==> config.mk <==
export PLATFORM = sky130hd
export DESIGN_NAME = array_multiset_table
export DESIGN_NICKNAME = d
export VERILOG_FILES = /design/src/sv/amt_pkg.sv /design/src/sv/amt_front.sv /design/src/sv/amt_back.sv /design/src/sv/array_multiset_table.sv
export SDC_FILE = /design/constraint.sdc
export NUM_CORES = 1
export LEC_CHECK = 0
export BUFFER_PORTS_ARGS = -buffer_cell sky130_fd_sc_hd__buf_2
export CAP_MARGIN = 20
export CELL_PAD_IN_SITES_DETAIL_PLACEMENT = 1
export CELL_PAD_IN_SITES_GLOBAL_PLACEMENT = 2
export CORE_MARGIN = 4
export CORE_UTILIZATION = 48
export CTS_BUF_LIST = sky130_fd_sc_hd__clkbuf_8 sky130_fd_sc_hd__clkbuf_16
export CTS_CLUSTER_DIAMETER = 30
export DETAILED_ROUTE_END_ITERATION = 8
export GPL_TIMING_DRIVEN = 0
export PLACE_DENSITY_LB_ADDON = 0.3
export SLEW_MARGIN = 20
export SYNTH_ARGS = -nofsm -noshare
export SYNTH_HDL_FRONTEND = slang
export SYNTH_SLANG_ARGS = --single-unit
==> constraint.sdc <==
create_clock -name aclk -period 6.6 [get_ports aclk]
set_clock_uncertainty 0.2 [all_clocks]
set_input_delay 1.32 -clock aclk [delete_from_list [all_inputs] [get_ports aclk]]
set_output_delay 1.32 -clock aclk [all_outputs]
set_load 0.01 [all_outputs]
==> src/sv/amt_pkg.sv <==
`timescale 1ns / 1ps
// Shared types and constants for the array multiset table.
package amt_pkg;

    // Widths of the request and result fields on the stream ports.
    localparam int IN_VALUE_W  = 32;
    localparam int FUNC_W      = 3;
    localparam int OCC_W       = 5;
    localparam int SIZE_W      = 5;
    localparam int ELEM_W      = 32;
    localparam int S_TDATA_W   = 32;
    localparam int M_TDATA_W   = 48;

    // Function codes carried in s_tuser.
    localparam logic [FUNC_W-1:0] FUNC_ADD    = 3'd0;
    localparam logic [FUNC_W-1:0] FUNC_REMOVE = 3'd1;
    localparam logic [FUNC_W-1:0] FUNC_COUNT  = 3'd2;
    localparam logic [FUNC_W-1:0] FUNC_CLEAR  = 3'd3;
    localparam logic [FUNC_W-1:0] FUNC_DUMP   = 3'd4;

    // Decoded operation; unknown function codes become OP_NOP.
    typedef enum logic [2:0] {
        OP_ADD,
        OP_REMOVE,
        OP_COUNT,
        OP_CLEAR,
        OP_DUMP,
        OP_NOP
    } op_t;

    // One classified request waiting in the command queue.
    typedef struct packed {
        op_t                   op;
        logic [IN_VALUE_W-1:0] value;
    } cmd_t;

    // Back-end sequencer states.
    typedef enum logic [2:0] {
        ST_IDLE,
        ST_SCAN,
        ST_MOVE_RD,
        ST_MOVE_WR,
        ST_DUMP,
        ST_FINISH
    } back_state_t;

endpackage

==> src/sv/amt_front.sv <==
`timescale 1ns / 1ps
// Front end: accepts requests, decodes the function code and queues commands.
module amt_front (
    input  logic                           aclk,
    input  logic                           aresetn,
    input  logic                           s_tvalid,
    output logic                           s_tready,
    input  logic [amt_pkg::S_TDATA_W-1:0]  s_tdata,   // [31:0] entry_value
    input  logic [amt_pkg::FUNC_W-1:0]     s_tuser,   // [2:0] func
    output logic                           cmd_valid,
    output amt_pkg::cmd_t                  cmd,
    input  logic                           cmd_pop
);
    import amt_pkg::*;

    cmd_t       q_reg [2];
    logic       wr_ptr_reg, wr_ptr_next;
    logic       rd_ptr_reg, rd_ptr_next;
    logic [1:0] cnt_reg, cnt_next;
    logic       push, pop;
    cmd_t       cmd_in;

    always_comb begin
        cmd_in.value = s_tdata;
        unique case (s_tuser)
            FUNC_ADD:    cmd_in.op = OP_ADD;
            FUNC_REMOVE: cmd_in.op = OP_REMOVE;
            FUNC_COUNT:  cmd_in.op = OP_COUNT;
            FUNC_CLEAR:  cmd_in.op = OP_CLEAR;
            FUNC_DUMP:   cmd_in.op = OP_DUMP;
            default:     cmd_in.op = OP_NOP;
        endcase
    end

    assign s_tready  = (cnt_reg != 2'd2);
    assign cmd_valid = (cnt_reg != 2'd0);
    assign cmd       = q_reg[rd_ptr_reg];
    assign push      = s_tvalid && s_tready;
    assign pop       = cmd_pop && cmd_valid;

    always_comb begin
        wr_ptr_next = push ? ~wr_ptr_reg : wr_ptr_reg;
        rd_ptr_next = pop ? ~rd_ptr_reg : rd_ptr_reg;
        cnt_next    = cnt_reg + {1'b0, push} - {1'b0, pop};
    end

    always_ff @(posedge aclk) begin
        if (!aresetn) begin
            wr_ptr_reg <= 1'b0;
            rd_ptr_reg <= 1'b0;
            cnt_reg    <= 2'd0;
        end else begin
            wr_ptr_reg <= wr_ptr_next;
            rd_ptr_reg <= rd_ptr_next;
            cnt_reg    <= cnt_next;
        end
    end

    always_ff @(posedge aclk) begin
        if (push) begin
            q_reg[wr_ptr_reg] <= cmd_in;
        end
    end

endmodule

==> src/sv/amt_back.sv <==
`timescale 1ns / 1ps
// Back end: entry memory, scan sequencer and the registered result stage.
module amt_back #(
    parameter int CAPACITY    = 16,
    parameter int VALUE_WIDTH = 32
) (
    input  logic                           aclk,
    input  logic                           aresetn,
    input  logic                           cmd_valid,
    input  amt_pkg::cmd_t                  cmd,
    output logic                           cmd_pop,
    output logic                           m_tvalid,
    input  logic                           m_tready,
    output logic [amt_pkg::M_TDATA_W-1:0]  m_tdata,
    output logic                           m_tlast
);
    import amt_pkg::*;

    localparam int CW = $clog2(CAPACITY + 1);
    localparam int IW = (CAPACITY > 1) ? $clog2(CAPACITY) : 1;

    logic [VALUE_WIDTH-1:0] mem [CAPACITY];
    logic [VALUE_WIDTH-1:0] rd_data_reg;

    back_state_t            state_reg, state_next;
    op_t                    op_reg, op_next;
    logic [CW-1:0]          fill_reg, fill_next;
    logic [CW-1:0]          idx_reg, idx_next;
    logic [CW-1:0]          occ_reg, occ_next;
    logic                   hit_reg, hit_next;
    logic [IW-1:0]          slot_reg, slot_next;
    logic [IW-1:0]          addr_d_reg, addr_d_next;
    logic [VALUE_WIDTH-1:0] val_reg, val_next;
    logic                   ok_reg, ok_next;
    logic                   pend_reg, pend_next;

    logic                   out_valid_reg, out_valid_next;
    logic                   out_ok_reg, out_found_reg, out_last_reg;
    logic [OCC_W-1:0]       out_occ_reg;
    logic [SIZE_W-1:0]      out_size_reg;
    logic [ELEM_W-1:0]      out_elem_reg;

    logic                   mem_we, mem_re;
    logic [IW-1:0]          mem_waddr, mem_raddr;
    logic [VALUE_WIDTH-1:0] mem_wdata;

    logic                   out_load;
    logic                   ld_ok, ld_found, ld_last;
    logic [ELEM_W-1:0]      ld_elem;

    logic                   can_load, match, stop_rm, last_now;
    logic [IW-1:0]          tail_addr;

    assign can_load  = !out_valid_reg || m_tready;
    assign match     = pend_reg && (rd_data_reg == val_reg);
    assign stop_rm   = (op_reg == OP_REMOVE) && (hit_reg || match);
    assign tail_addr = IW'(fill_reg - 1'b1);
    assign last_now  = pend_reg && (addr_d_reg == tail_addr);

    always_comb begin
        state_next  = state_reg;
        op_next     = op_reg;
        fill_next   = fill_reg;
        idx_next    = idx_reg;
        occ_next    = occ_reg;
        hit_next    = hit_reg;
        slot_next   = slot_reg;
        addr_d_next = addr_d_reg;
        val_next    = val_reg;
        ok_next     = ok_reg;
        pend_next   = 1'b0;
        cmd_pop     = 1'b0;
        mem_we      = 1'b0;
        mem_re      = 1'b0;
        mem_waddr   = slot_reg;
        mem_raddr   = idx_reg[IW-1:0];
        mem_wdata   = val_reg;
        out_load    = 1'b0;
        ld_ok       = 1'b0;
        ld_found    = 1'b0;
        ld_last     = 1'b0;
        ld_elem     = '0;

        unique case (state_reg)
            ST_IDLE: begin
                if (cmd_valid) begin
                    cmd_pop  = 1'b1;
                    op_next  = cmd.op;
                    val_next = VALUE_WIDTH'(cmd.value);
                    idx_next = '0;
                    occ_next = '0;
                    hit_next = 1'b0;
                    ok_next  = 1'b0;
                    unique case (cmd.op)
                        OP_ADD: begin
                            if (fill_reg < CW'(CAPACITY)) begin
                                mem_we    = 1'b1;
                                mem_waddr = fill_reg[IW-1:0];
                                mem_wdata = VALUE_WIDTH'(cmd.value);
                                fill_next = fill_reg + 1'b1;
                                ok_next   = 1'b1;
                            end
                            state_next = ST_FINISH;
                        end
                        OP_REMOVE, OP_COUNT: begin
                            state_next = (fill_reg == '0) ? ST_FINISH : ST_SCAN;
                        end
                        OP_CLEAR: begin
                            fill_next  = '0;
                            state_next = ST_FINISH;
                        end
                        OP_DUMP: begin
                            state_next = (fill_reg == '0) ? ST_FINISH : ST_DUMP;
                        end
                        default: begin
                            state_next = ST_FINISH;
                        end
                    endcase
                end
            end

            ST_SCAN: begin
                // Reads are issued one a cycle; each returns in the next cycle.
                if (match && (op_reg == OP_COUNT)) begin
                    occ_next = occ_reg + 1'b1;
                end
                if (match && (op_reg == OP_REMOVE) && !hit_reg) begin
                    hit_next  = 1'b1;
                    slot_next = addr_d_reg;
                end
                if ((idx_reg < fill_reg) && !stop_rm) begin
                    mem_re      = 1'b1;
                    mem_raddr   = idx_reg[IW-1:0];
                    addr_d_next = idx_reg[IW-1:0];
                    idx_next    = idx_reg + 1'b1;
                    pend_next   = 1'b1;
                end else begin
                    state_next = stop_rm ? ST_MOVE_RD : ST_FINISH;
                end
            end

            ST_MOVE_RD: begin
                mem_re     = 1'b1;
                mem_raddr  = tail_addr;
                state_next = ST_MOVE_WR;
            end

            ST_MOVE_WR: begin
                mem_we     = 1'b1;
                mem_waddr  = slot_reg;
                mem_wdata  = rd_data_reg;
                fill_next  = fill_reg - 1'b1;
                ok_next    = 1'b1;
                state_next = ST_FINISH;
            end

            ST_DUMP: begin
                // The read register doubles as a holding stage while the
                // result register is stalled.
                pend_next = pend_reg && !can_load;
                if (pend_reg && can_load) begin
                    out_load = 1'b1;
                    ld_elem  = ELEM_W'(rd_data_reg);
                    ld_last  = last_now;
                    if (last_now) begin
                        state_next = ST_IDLE;
                    end
                end
                if ((idx_reg < fill_reg) && (!pend_reg || can_load)) begin
                    mem_re      = 1'b1;
                    mem_raddr   = idx_reg[IW-1:0];
                    addr_d_next = idx_reg[IW-1:0];
                    idx_next    = idx_reg + 1'b1;
                    pend_next   = 1'b1;
                end
            end

            ST_FINISH: begin
                if (can_load) begin
                    out_load   = 1'b1;
                    ld_ok      = ok_reg;
                    ld_found   = (occ_reg != '0);
                    ld_last    = 1'b1;
                    state_next = ST_IDLE;
                end
            end

            default: begin
                state_next = ST_IDLE;
            end
        endcase

        if (out_load) begin
            out_valid_next = 1'b1;
        end else if (m_tready) begin
            out_valid_next = 1'b0;
        end else begin
            out_valid_next = out_valid_reg;
        end
    end

    always_ff @(posedge aclk) begin
        if (!aresetn) begin
            state_reg     <= ST_IDLE;
            fill_reg      <= '0;
            pend_reg      <= 1'b0;
            out_valid_reg <= 1'b0;
        end else begin
            state_reg     <= state_next;
            fill_reg      <= fill_next;
            pend_reg      <= pend_next;
            out_valid_reg <= out_valid_next;
        end
    end

    always_ff @(posedge aclk) begin
        op_reg     <= op_next;
        idx_reg    <= idx_next;
        occ_reg    <= occ_next;
        hit_reg    <= hit_next;
        slot_reg   <= slot_next;
        addr_d_reg <= addr_d_next;
        val_reg    <= val_next;
        ok_reg     <= ok_next;
        if (out_load) begin
            out_ok_reg    <= ld_ok;
            out_found_reg <= ld_found;
            out_occ_reg   <= ld_found ? OCC_W'(occ_reg) : '0;
            out_size_reg  <= SIZE_W'(fill_next);
            out_elem_reg  <= ld_elem;
            out_last_reg  <= ld_last;
        end
    end

    always_ff @(posedge aclk) begin
        if (mem_we) begin
            mem[mem_waddr] <= mem_wdata;
        end
        if (mem_re) begin
            rd_data_reg <= mem[mem_raddr];
        end
    end

    assign m_tvalid = out_valid_reg;
    assign m_tlast  = out_last_reg;
    assign m_tdata  = {4'b0000, out_elem_reg, out_size_reg, out_occ_reg,
                       out_found_reg, out_ok_reg};

endmodule

==> src/sv/array_multiset_table.sv <==
`timescale 1ns / 1ps
// Top level of the array multiset table: front end, command queue and back end.
//
// This block keeps a bag of up to CAPACITY values of VALUE_WIDTH bits as a
// packed array plus a fill count. Each request on the s_ channel carries a
// function code in s_tuser and a value in s_tdata: add appends the value if
// there is room, remove replaces the first equal entry with the last one and
// shrinks the bag, count reports how many entries equal the value (found
// doubles as a contains query), clear empties the bag, and dump streams every
// entry in array order with m_tlast on the final one; an empty dump gives a
// single result with a zero element. Unknown function codes change nothing
// and return one result. Every result carries the bag size after the
// request, truncated to five bits. The front end decodes requests into a
// two-entry command queue, so it can keep accepting while the back end works
// and while a result waits in the output register. The back end owns a
// single-port entry memory with a registered read, and its scan of that
// memory sets how long a request takes: add, clear and unknown codes need
// no scan, count scans every entry, remove scans up to every entry (the scan
// stops at the first match and then copies the last entry into the hole),
// and dump streams one entry per cycle while m_tready stays high. The back
// end works on one request at a time. The memory needs no clearing after
// reset, since only entries below the fill count are ever read.
module array_multiset_table #(
    parameter int CAPACITY    = 16,
    parameter int VALUE_WIDTH = 32
) (
    input  logic                           aclk,
    input  logic                           aresetn,
    input  logic                           s_tvalid,
    output logic                           s_tready,
    input  logic [amt_pkg::S_TDATA_W-1:0]  s_tdata,   // [31:0] entry_value
    input  logic [amt_pkg::FUNC_W-1:0]     s_tuser,   // [2:0] func
    output logic                           m_tvalid,
    input  logic                           m_tready,
    // m_tdata from bit 0: ok, found, occurrences[4:0], current_size[4:0],
    // element[31:0], four zero pad bits.
    output logic [amt_pkg::M_TDATA_W-1:0]  m_tdata,
    output logic                           m_tlast
);
    import amt_pkg::*;

    // Command handoff between the front end queue and the back end.
    logic cmd_valid;
    cmd_t cmd;
    logic cmd_pop;

    amt_front u_front (
        .aclk      (aclk),
        .aresetn   (aresetn),
        .s_tvalid  (s_tvalid),
        .s_tready  (s_tready),
        .s_tdata   (s_tdata),
        .s_tuser   (s_tuser),
        .cmd_valid (cmd_valid),
        .cmd       (cmd),
        .cmd_pop   (cmd_pop)
    );

    amt_back #(
        .CAPACITY    (CAPACITY),
        .VALUE_WIDTH (VALUE_WIDTH)
    ) u_back (
        .aclk      (aclk),
        .aresetn   (aresetn),
        .cmd_valid (cmd_valid),
        .cmd       (cmd),
        .cmd_pop   (cmd_pop),
        .m_tvalid  (m_tvalid),
        .m_tready  (m_tready),
        .m_tdata   (m_tdata),
        .m_tlast   (m_tlast)
    );

endmodule

=== Yosys cells after proc, flatten, opt, wreduce, memory -nomap -nowiden ===
Memory sizes are Yosys's and may differ from the RTL's. A register that Yosys moved wholly into a read port is not among the register bits.
Cells that the tools add are included.

* Add/sub/neg operators: 6
* Multipliers: 0
* Divide/modulo/power cells: 0
* $lt $le $gt $ge: 2
* Equal/unequal tests: 27
* Shift operators: 0
* Muxes and demuxes: 64
* Bitwise operators: 2
* Reduce and logical (&&, ||, !) cells: 42

{| class="wikitable"
|+ Operators with widths
! cell !! number
|-
| 32-bit two-way mux || 3
|-
| 32-bit one-hot mux with 2 select lines || 1
|-
| 32-bit == test || 1
|-
| 5-bit two-way mux || 6
|-
| 5-bit one-hot mux with 2 select lines || 3
|-
| 4-bit two-way mux || 7
|-
| 1-bit two-way mux || 25
|-
| 3-bit by 2-bit == test with 1-bit output, second input constant || 7
|-
| 3-bit two-way mux || 7
|-
| 3-bit one-hot mux with 6 select lines || 1
|-
| 5-bit by 1-bit adder with 5-bit output, second input constant || 3
|-
| 3-bit one-hot mux with 5 select lines || 1
|-
| 5-bit one-hot mux with 3 select lines || 1
|-
| 2-bit by 1-bit inequality test with 1-bit output, second input constant || 7
|-
| 3-bit by 1-bit == test with 1-bit output, second input constant || 4
|-
| 3-bit == test, second input constant || 4
|-
| 1-bit logical AND || 12
|-
| 1-bit one-hot mux with 2 select lines || 6
|-
| 2-bit AND reduction || 5
|-
| 2-bit nonzero test || 5
|-
| 3-bit zero test || 3
|-
| 3-bit AND reduction || 3
|-
| 4-bit one-hot mux with 2 select lines || 1
|-
| 2-bit inequality test, second input constant || 3
|-
| 17 further kinds || 24
|}

* Register bits after elaboration: 114
* Latch bits: 0
* Bits in writable memories: 582
* Memory bits (read-only): 0
* Input bits: 39
* Output and inout port bits: 51
* Memories kept: 2

{| class="wikitable"
|+ Memories
! name !! depth !! bits a word !! rd ports !! clocked after memory_dff !! write ports !! line !! text
|-
| u_back.mem || 16 || 32 || 1 || 1 || 1 || amt_back.sv:22 || <nowiki>logic [VALUE_WIDTH-1:0] mem [CAPACITY];</nowiki>
|-
| u_front.q_reg || 2 || 35 || 1 || 1 || 1 || amt_front.sv:16 || <nowiki>cmd_t q_reg [2];</nowiki>
|}

=== Logic depth before layout (Yosys ltp) ===
Gate-level depths: netlist (run 1).

* Depth in word-level cells: 8
* Gate-level depth with buffers: 10
* Gate-level depth less buffers: 9

=== By module ===
A second synthesis (run 1) with hierarchy kept.

* Cells, all modules: 1,477
* Area, all modules: 28,492.3 um2

{| class="wikitable"
|+ By module, submodules not included
! module !! times used !! cells each !! area an instance (um2) !! seq. area each (um2)
|-
| amt_back || 1 || 1,336 || 25,677.1 || 19,538.7
|-
| amt_front || 1 || 141 || 2,815.2 || 2,202.1
|}

=== Worst setup path before layout (run 1) ===
OpenSTA, ideal clock, no wires.

* Path kind: input-to-reg
* Start point: input port m_tready
* End point: register u_back.out_last_reg (netlist: u_back.m_tlast), enable pin
* Arrival time: 4.879 ns
* Data required time: 5.888 ns
* Setup slack: 1.009 ns
* Stages on the path: 3
* Path buffers: 0
* Cell sequence: nand2b_1 nand2_1 o21ai_0

* Cells in the longest elaborated chain, start to end: 4
* Elaborated cells between the ends (all ways): 5
* Classes of those cells: 3 x mux; 2 x reduce/logical

{| class="wikitable"
|+ Ends and longest elaborated chain
! what !! line !! text
|-
| start: declaration || array_multiset_table.sv:34 || <nowiki>input logic m_tready,</nowiki>
|-
| 1-bit logical OR * || amt_back.sv:54 || <nowiki>assign can_load = !out_valid_reg || m_tready;</nowiki>
|-
| 1-bit logical AND || amt_back.sv:161 || <nowiki>if (pend_reg && can_load) begin</nowiki>
|-
| 1-bit two-way mux || amt_back.sv:161 ||
|-
| 1-bit one-hot mux with 2 select lines * || amt_back.sv:84 || <nowiki>unique case (state_reg)</nowiki>
|-
| net u_back.out_load || amt_back.sv:47 || <nowiki>logic out_load;</nowiki>
|-
| end signal: assignment || amt_back.sv:231 || <nowiki>out_last_reg <= ld_last;</nowiki>
|-
| end: declaration || amt_back.sv:38 || <nowiki>logic out_ok_reg, out_found_reg, out_last_reg;</nowiki>
|}

Mark *: on every way through the listed nets, which the timed path passes. The rest lies on a longest branch.
A chain may end at the register's enable or synchronous reset.

=== Worst setup path after layout (run 1) ===
* Start point: register u_back.rd_data_reg[21] (read register of u_back.mem)
* End point: register u_back.rd_data_reg[11] (read register of u_back.mem), enable pin

* Cells in the longest elaborated chain, start to end: 8

{| class="wikitable"
|+ Ends and longest elaborated chain
! what !! line !! text
|-
| start: declaration || amt_back.sv:23 || <nowiki>logic [VALUE_WIDTH-1:0] rd_data_reg;</nowiki>
|-
| 32-bit == test || amt_back.sv:55 || <nowiki>assign match = pend_reg && (rd_data_reg == val_reg);</nowiki>
|-
| 1-bit logical AND || amt_back.sv:55 ||
|-
| 1-bit logical OR || amt_back.sv:56 || <nowiki>assign stop_rm = (op_reg == OP_REMOVE) && (hit_reg || match);</nowiki>
|-
| 1-bit logical AND || amt_back.sv:56 ||
|-
| 1-bit zero test || amt_back.sv:131 || <nowiki>if ((idx_reg < fill_reg) && !stop_rm) begin</nowiki>
|-
| 1-bit logical AND || amt_back.sv:131 ||
|-
| 1-bit two-way mux || amt_back.sv:131 ||
|-
| 1-bit one-hot mux with 3 select lines || amt_back.sv:84 ||
|-
| net u_back.mem_re || amt_back.sv:43 || <nowiki>logic mem_we, mem_re;</nowiki>
|}

The timed path passes the listed nets, and every way through them passes these cells.

==> results of run 1 <==
placed cells by master (no fill, tap or decap), types with 5 or more instances in the layout:
cell type and n:
buf_6 12, mux2_2 34, nor3_1 17, nor2_1 37, edfxtp_1 714, a221o_1 5
nand3_1 42, nor2_4 17, mux2i_1 100, clkbuf_16 142, mux4_2 128, clkinv_1 20
buf_2 113, and3_1 5, dfxtp_1 15, inv_6 11, buf_4 17, clkinv_2 25
nand4_1 7, buf_12 11, buf_16 19, bufinv_16 15, xor2_1 12, nand2_1 105
a21oi_1 12, clkbuf_1 17, and2_1 38, buf_1 5, inv_1 39, clkinv_4 5
a31oi_1 6, clkinvlp_4 17, ha_1 12, xnor2_1 32, o21ai_0 8
logic make-up after synthesis:
kind of cell,Yosys count,share of synthesized area [%]
other,1,0.01295
multiplexers,262,14.73
buffers and inverters,98,1.831
AND/OR/NAND/NOR,292,4.816
XOR/XNOR,45,1.408
AO/OA/AOI/OAI,66,1.633
adder cells (fa/ha/maj),12,0.5183
flip-flops,729,75.05
final cells by class:
cell class	count	area, µm²	share of cell area (%)
well taps	773	967.2	2.694
repair buffers	124	1251	3.485
clock buffers	142	3553	9.899
diodes	1	2.502	0.006971
clock inverters	109	998.5	2.781
inverters	26	97.59	0.2719
plain buffers	72	432.9	1.206
multi-input cells	681	6854	19.09
flip-flops and latches	729	21740	60.56
through the flow:
step	std cells	total power, W	setup slack (ns)	hold slack (ns)	util, %
detailed placement	2405	0.01044	2.468	0.2700	52.80
global placement	2366	0.01019	-1.745	0.2606	51.17
global route	2656	0.01789	2.451	0.3033	60.48
CTS	2656	0.01736	2.743	0.2973	60.47
finish	2657	0.01726	2.685	0.2938	60.48
floorplan	1508	0.008917	1.009	0.2487	-
cell usage after synthesis (all sizes together) (3+ instances only):
master,n
a221o,5
mux2,34
ha,12
mux4,128
buf,55
edfxtp,714
nand2,105
a31oi,8
a221oi,3
nor2b,3
o21a,4
nor3b,3
nor2,55
nand3,42
inv,26
mux2i,100
xnor2,32
a21oi,12
clkbuf,17
o211ai,3
nand4,7
xor2,12
o21ai,12
nor4,3
and2,38
nand2b,3
nor3,20
and3,6
nor4b,4
dfxtp,15
metal layers:
layer | up-vias | GRT usage (%)
met1 | 8451 | 34.33
met4 | 0 | 8.464
met2 | 696 | 42.22
met5 | - | 0
li1 | 6580 | -
met3 | 128 | 5.721
worst paths after layout:
check	from	to	depth (start not counted)
setup / recovery	u_back.rd_data_reg[21]	u_back.rd_data_reg[11]	9
setup reg to reg	u_back.rd_data_reg[21]	u_back.rd_data_reg[11]	9
hold / removal	u_back.addr_d_reg[1]	u_back.slot_reg[1]	0
hold reg to reg	u_back.addr_d_reg[1]	u_back.slot_reg[1]	0
power by group through the flow:
stage | logic (W) | clock network [W] | registers, W
floorplan | 0.00262 | 0 | 0.00629
global placement | 0.00377 | 0 | 0.00642
detailed placement | 0.00403 | 0 | 0.00641
CTS | 0.00411 | 0.00692 | 0.00633
global route | 0.00433 | 0.00719 | 0.00637
finish | 0.00409 | 0.00683 | 0.00634
==> impl_metrics.yaml, run 1 <==
place:
  place_hpwl_mm: 50.76
  place_area_um2: 31340
  io_buffers: 85
  place.gp.congestion: 0.8230
setup_path:
  cp_slowest_cell: "nor4b_1"
  startpoint_type: "flip-flop"
  end_kind: "flip-flop"
  crit_family: "simple AND/OR/NAND/NOR gates"
  crit_chain: "xnor2_1 > o221ai_1 > nor4b_1 > nand4_1 > a21oi_1 > o211ai_1 > buf_4 > buf_4 > buf_4"
  path_max_fanout: 8
  worst_path_most_repeated_cell: "buf_4"
  crit_required_ns: 6.85
  regToRegSetupSlack_ns: 2.69
  cp_num_buf_inv: 3
  arrival_ns: 4.16
  critPathMaxStageDelay_ns: 0.51
  critPathKind: "flip-flop to flip-flop"
drt:
  highest_layer: "met4"
  viasPerCell: 5.967
  wl_met3_mm: 5.528
  dr.pass1.iters: 5
  drt-met1-wl_mm: 32.51
  drt-initial-drc-count: 1694
  final_antenna_net_count: 0
  wl_met2_mm: 40.74
  dr_total_vias: 15860
  post-route-drc-count: 0
  wl_per_cell_um: 30.42
  drt-total-wl_mm: 80.82
sta:
  relSlewSlack_pct: 25.18
  hold_viol_final: 0
  period_share_pct: 59.31
  finalSetupViolCount: 0
  tightest_slew_ns: 1.122
  setup_tns_ns: 0
  slew_viol_final: 0
  max_freq_ghz: 0.2555
  rsz0062_at_grt: "no"
  timing.final.crit_period_ns: 3.915
global_route:
  overflow: 0
  grt_use_total_pct: 25.59
  grt_start_max_net_pins: 26
  grt_pass1_wl_mm: 117.1
  grt_pass1_vias: 17010
  grt_antenna_before_repair: 0
floorplanning:
  initial_utilization_pct: 48.81
  coreArea_um2: 59350
  die_y_um: 253.7
  row_count: 89
  io_pins: 90
  chipWidth_um: 253.7
  dieArea_um2: 64340
synthesis:
  syn_area_um2: 28970
  yosysTopAreaCellShare_pct: 74.02
  netlist-cell-type-count: 57
  async_flop_share_pct: 0
  yosys-top-cells-area: "edfxtp_1 74%, mux4_2 10%, mux2i_1 3.5%"
  yosysTopAreaCell: "edfxtp_1"
  synth.avg_cell_area_um2: 19.25
  ys_warn_count: 0
  ys.flop_type: "edfxtp_1"
  ys_seq_area_share_pct: 75.05
  ys_seq_elements: 729
  synthCells: 1505
  synth_edf_count: 714
layout:
  largest_register_ffs: 512
  area_delta_synth_final_pct: 23.92
  drive_gt1_share_pct: 30.91
  nFillCells: 5060
  nets: 1822
  design_area_um2: 35900
clock_tree:
  clk_latency_ns: 0.72
  tritoncts: "built"
  cts_root_buffer: "clkbuf_16"
  clockBufferDepth: 3
  numCtsBuffers: 137
  cts_hold_buf: 0
  postCtsSetupBuffers: 0
  path_clk_slew_ns: 0.05
  htree_levels: 4
  cts_sinks: 729
  cts_resized: 0
status:
  outcome: "finished, final reports clean"
pwr:
  ir_drop_uv: 280.6
  intPower_w: 0.01211
  switching_share_pct: 29.84
  power_density_nw_per_um2: 480.8
  power.leakage_nw: 12.51
  power.share.clock_pct: 39.6
  power_switching_w: 0.005150
  p_seq_share_pct: 36.7
  pwr-share-comb_pct: 23.7
hold_path:
  hold_path.class: "flip-flop to flip-flop"
flow_run:
  max_cap_violations: 0
Power figures use the tool's default switching activity.
==> run 2: changes to the inputs <==
Clock period 6.6 ns to 4.08 ns, I/O delays scaled along.
==> run 2 against run 1 <==
Effect of this change:
- register-to-register slack worse by 2.4 ns
- non-clock buffer count is 2 higher
- worst hold slack worse by 0.19 ns
- setup slack lost 2.4 ns
- wire length is 0.27% higher
- flip-flop and latch count stayed put
- global-route usage rose by 0.15 points
- core utilization increased by 0.63 points
- clock-buffer cell count grew 9
- maximum frequency increased by 2.4%
- die area stayed put
- critical path depth is the same
- largest cell class unchanged
==> impl_metrics.yaml, run 2 (synthesis results as in run 1) <==
pwr:
  power_density_nw_per_um2: 786.9
  power.leakage_nw: 12.77
  fin_total_pwr_w: 0.02854
  ir_drop_uv: 486.0
floorplanning:
  io_pins: 90
  initial_utilization_pct: 48.81
  chipWidth_um: 253.7
  dieArea_um2: 64340
  coreArea_um2: 59350
  row_count: 89
  die_y_um: 253.7
sta:
  relSlewSlack_pct: 27.38
  max_freq_ghz: 0.2617
  hold_viol_final: 0
  tightest_slew_ns: 1.089
  rsz0062_at_grt: "no"
  timing.final.ws_setup_ns: 0.2582
  period_share_pct: 93.67
  finalSetupViolCount: 0
  timing.final.crit_period_ns: 3.822
  slew_viol_final: 0
  setup_tns_ns: 0
global_route:
  grt_pass1_vias: 17270
  grt_antenna_before_repair: 1
  grt_start_max_net_pins: 26
  grt_use_total_pct: 25.74
  grt_pass1_wl_mm: 118.2
  overflow: 0
clock_tree:
  numCtsBuffers: 146
  cts_root_buffer: "clkbuf_16"
  cts_hold_buf: 0
  cts_resized: 0
  clk_latency_ns: 0.72
  postCtsSetupBuffers: 0
  clockBufferDepth: 3
  cts_sinks: 729
  path_clk_slew_ns: 0.05
  tritoncts: "built"
  htree_levels: 4
layout:
  mostFrequentLayoutCell: "edfxtp_1"
  mostFrequentLayoutCells: "714 x edfxtp_1, 148 x clkbuf_16, 128 x mux4_2"
  nets: 1833
  layout.area.seq_um2: 21740
  drive_gt1_share_pct: 31.23
  nFillCells: 5081
  multi_input_area_um2: 6854
  area_delta_synth_final_pct: 25.21
  n_antenna_cell: 0
  utilization_pct: 61.11
  largest_register_ffs: 512
  design_area_um2: 36270
place:
  place_hpwl_mm: 50.57
  dp_slack_ns: 0.3245
  io_buffers: 85
  place_area_um2: 31390
  place.gp.congestion: 0.8176
drt:
  drt-total-wl_mm: 81.04
  drt-initial-drc-count: 1767
  dr.pass1.iters: 5
  final_antenna_net_count: 0
  viasPerCell: 5.917
  dr_total_vias: 15850
  wl_per_cell_um: 30.26
  post-route-drc-count: 0
setup_path:
  path_max_fanout: 8
  crit_required_ns: 4.33
  end_kind: "flip-flop"
  startpoint_type: "flip-flop"
  critPathKind: "flip-flop to flip-flop"
  arrival_ns: 4.07
hold_path:
  hold_path.class: "primary input to flip-flop"
status:
  outcome: "finished, final reports clean"
flow_run:
  max_cap_violations: 0
## run 2: cell count changes in the layout (fill, tap and decap cells not counted), moves of 3 or more
| cell | previous run | this run |
|---|---|---|
| inv_1 | 39 | 50 |
| clkinvlp_4 | 17 | 7 |
| clkbuf_16 | 142 | 148 |
| clkinv_4 | 5 | 11 |
| buf_16 | 19 | 24 |
| clkinv_8 | 1 | 5 |
| buf_12 | 11 | 8 |
| clkbuf_8 | 0 | 3 |
## run 2: cell type report
class                   instances  area share, %
inverters                      26         0.2691
well taps                     773          2.667
repair buffers                126          3.633
multi-input cells             681          18.90
plain buffers                  72          1.194
clock inverters               120          3.074
flip-flops and latches        729          59.94
clock buffers                 151          10.32
## run 2: worst paths after layout
path              slack [ns]                      to              startpoint  cells past startpoint
setup / recovery        0.26  u_back.rd_data_reg[13]  u_back.rd_data_reg[21]                      9
hold / removal          0.10     u_front.q_reg[1][6]              s_tdata[6]                      1
setup reg to reg        0.26  u_back.rd_data_reg[13]  u_back.rd_data_reg[21]                      9
hold reg to reg         0.29      u_back.slot_reg[0]    u_back.addr_d_reg[0]                      0
## run 2: per-layer routing
layer	GRT usage (%)	vias to the layer above	routed length, µm
li1	-	6618	-
met1	34.19	8381	32550
met2	42.93	680	40720
met3	5.271	165	5281
met4	9.028	2	2470
met5	0	-	13
## run 2: worst max-delay path, cell delays in order, from the launching register on
cell and delay, ns:
edfxtp_1 0.50, xnor2_1 0.41, o221ai_1 0.21, nor4b_1 0.56, nand4_1 0.51, a21oi_1 0.40, o211ai_1 0.18, buf_4 0.22
buf_4 0.18, buf_4 0.19
## run 2: per-stage QoR
step / instances / hold slack [ns]
5_1_grt: 2678 / 0.06830
3_5_place_dp: 2406 / 0.2772
3_3_place_gp: 2366 / 0.2590
4_1_cts: 2677 / 0.05328
2_1_floorplan: 1508 / 0.2487
6_report: 2678 / 0.1010
## run 2: where the power goes
group,internal [W],switching (W)
sequential,0.00979,0.000468
combinational,0.00257,0.00409
clock,0.00767,0.00396
total,0.0200,0.00852
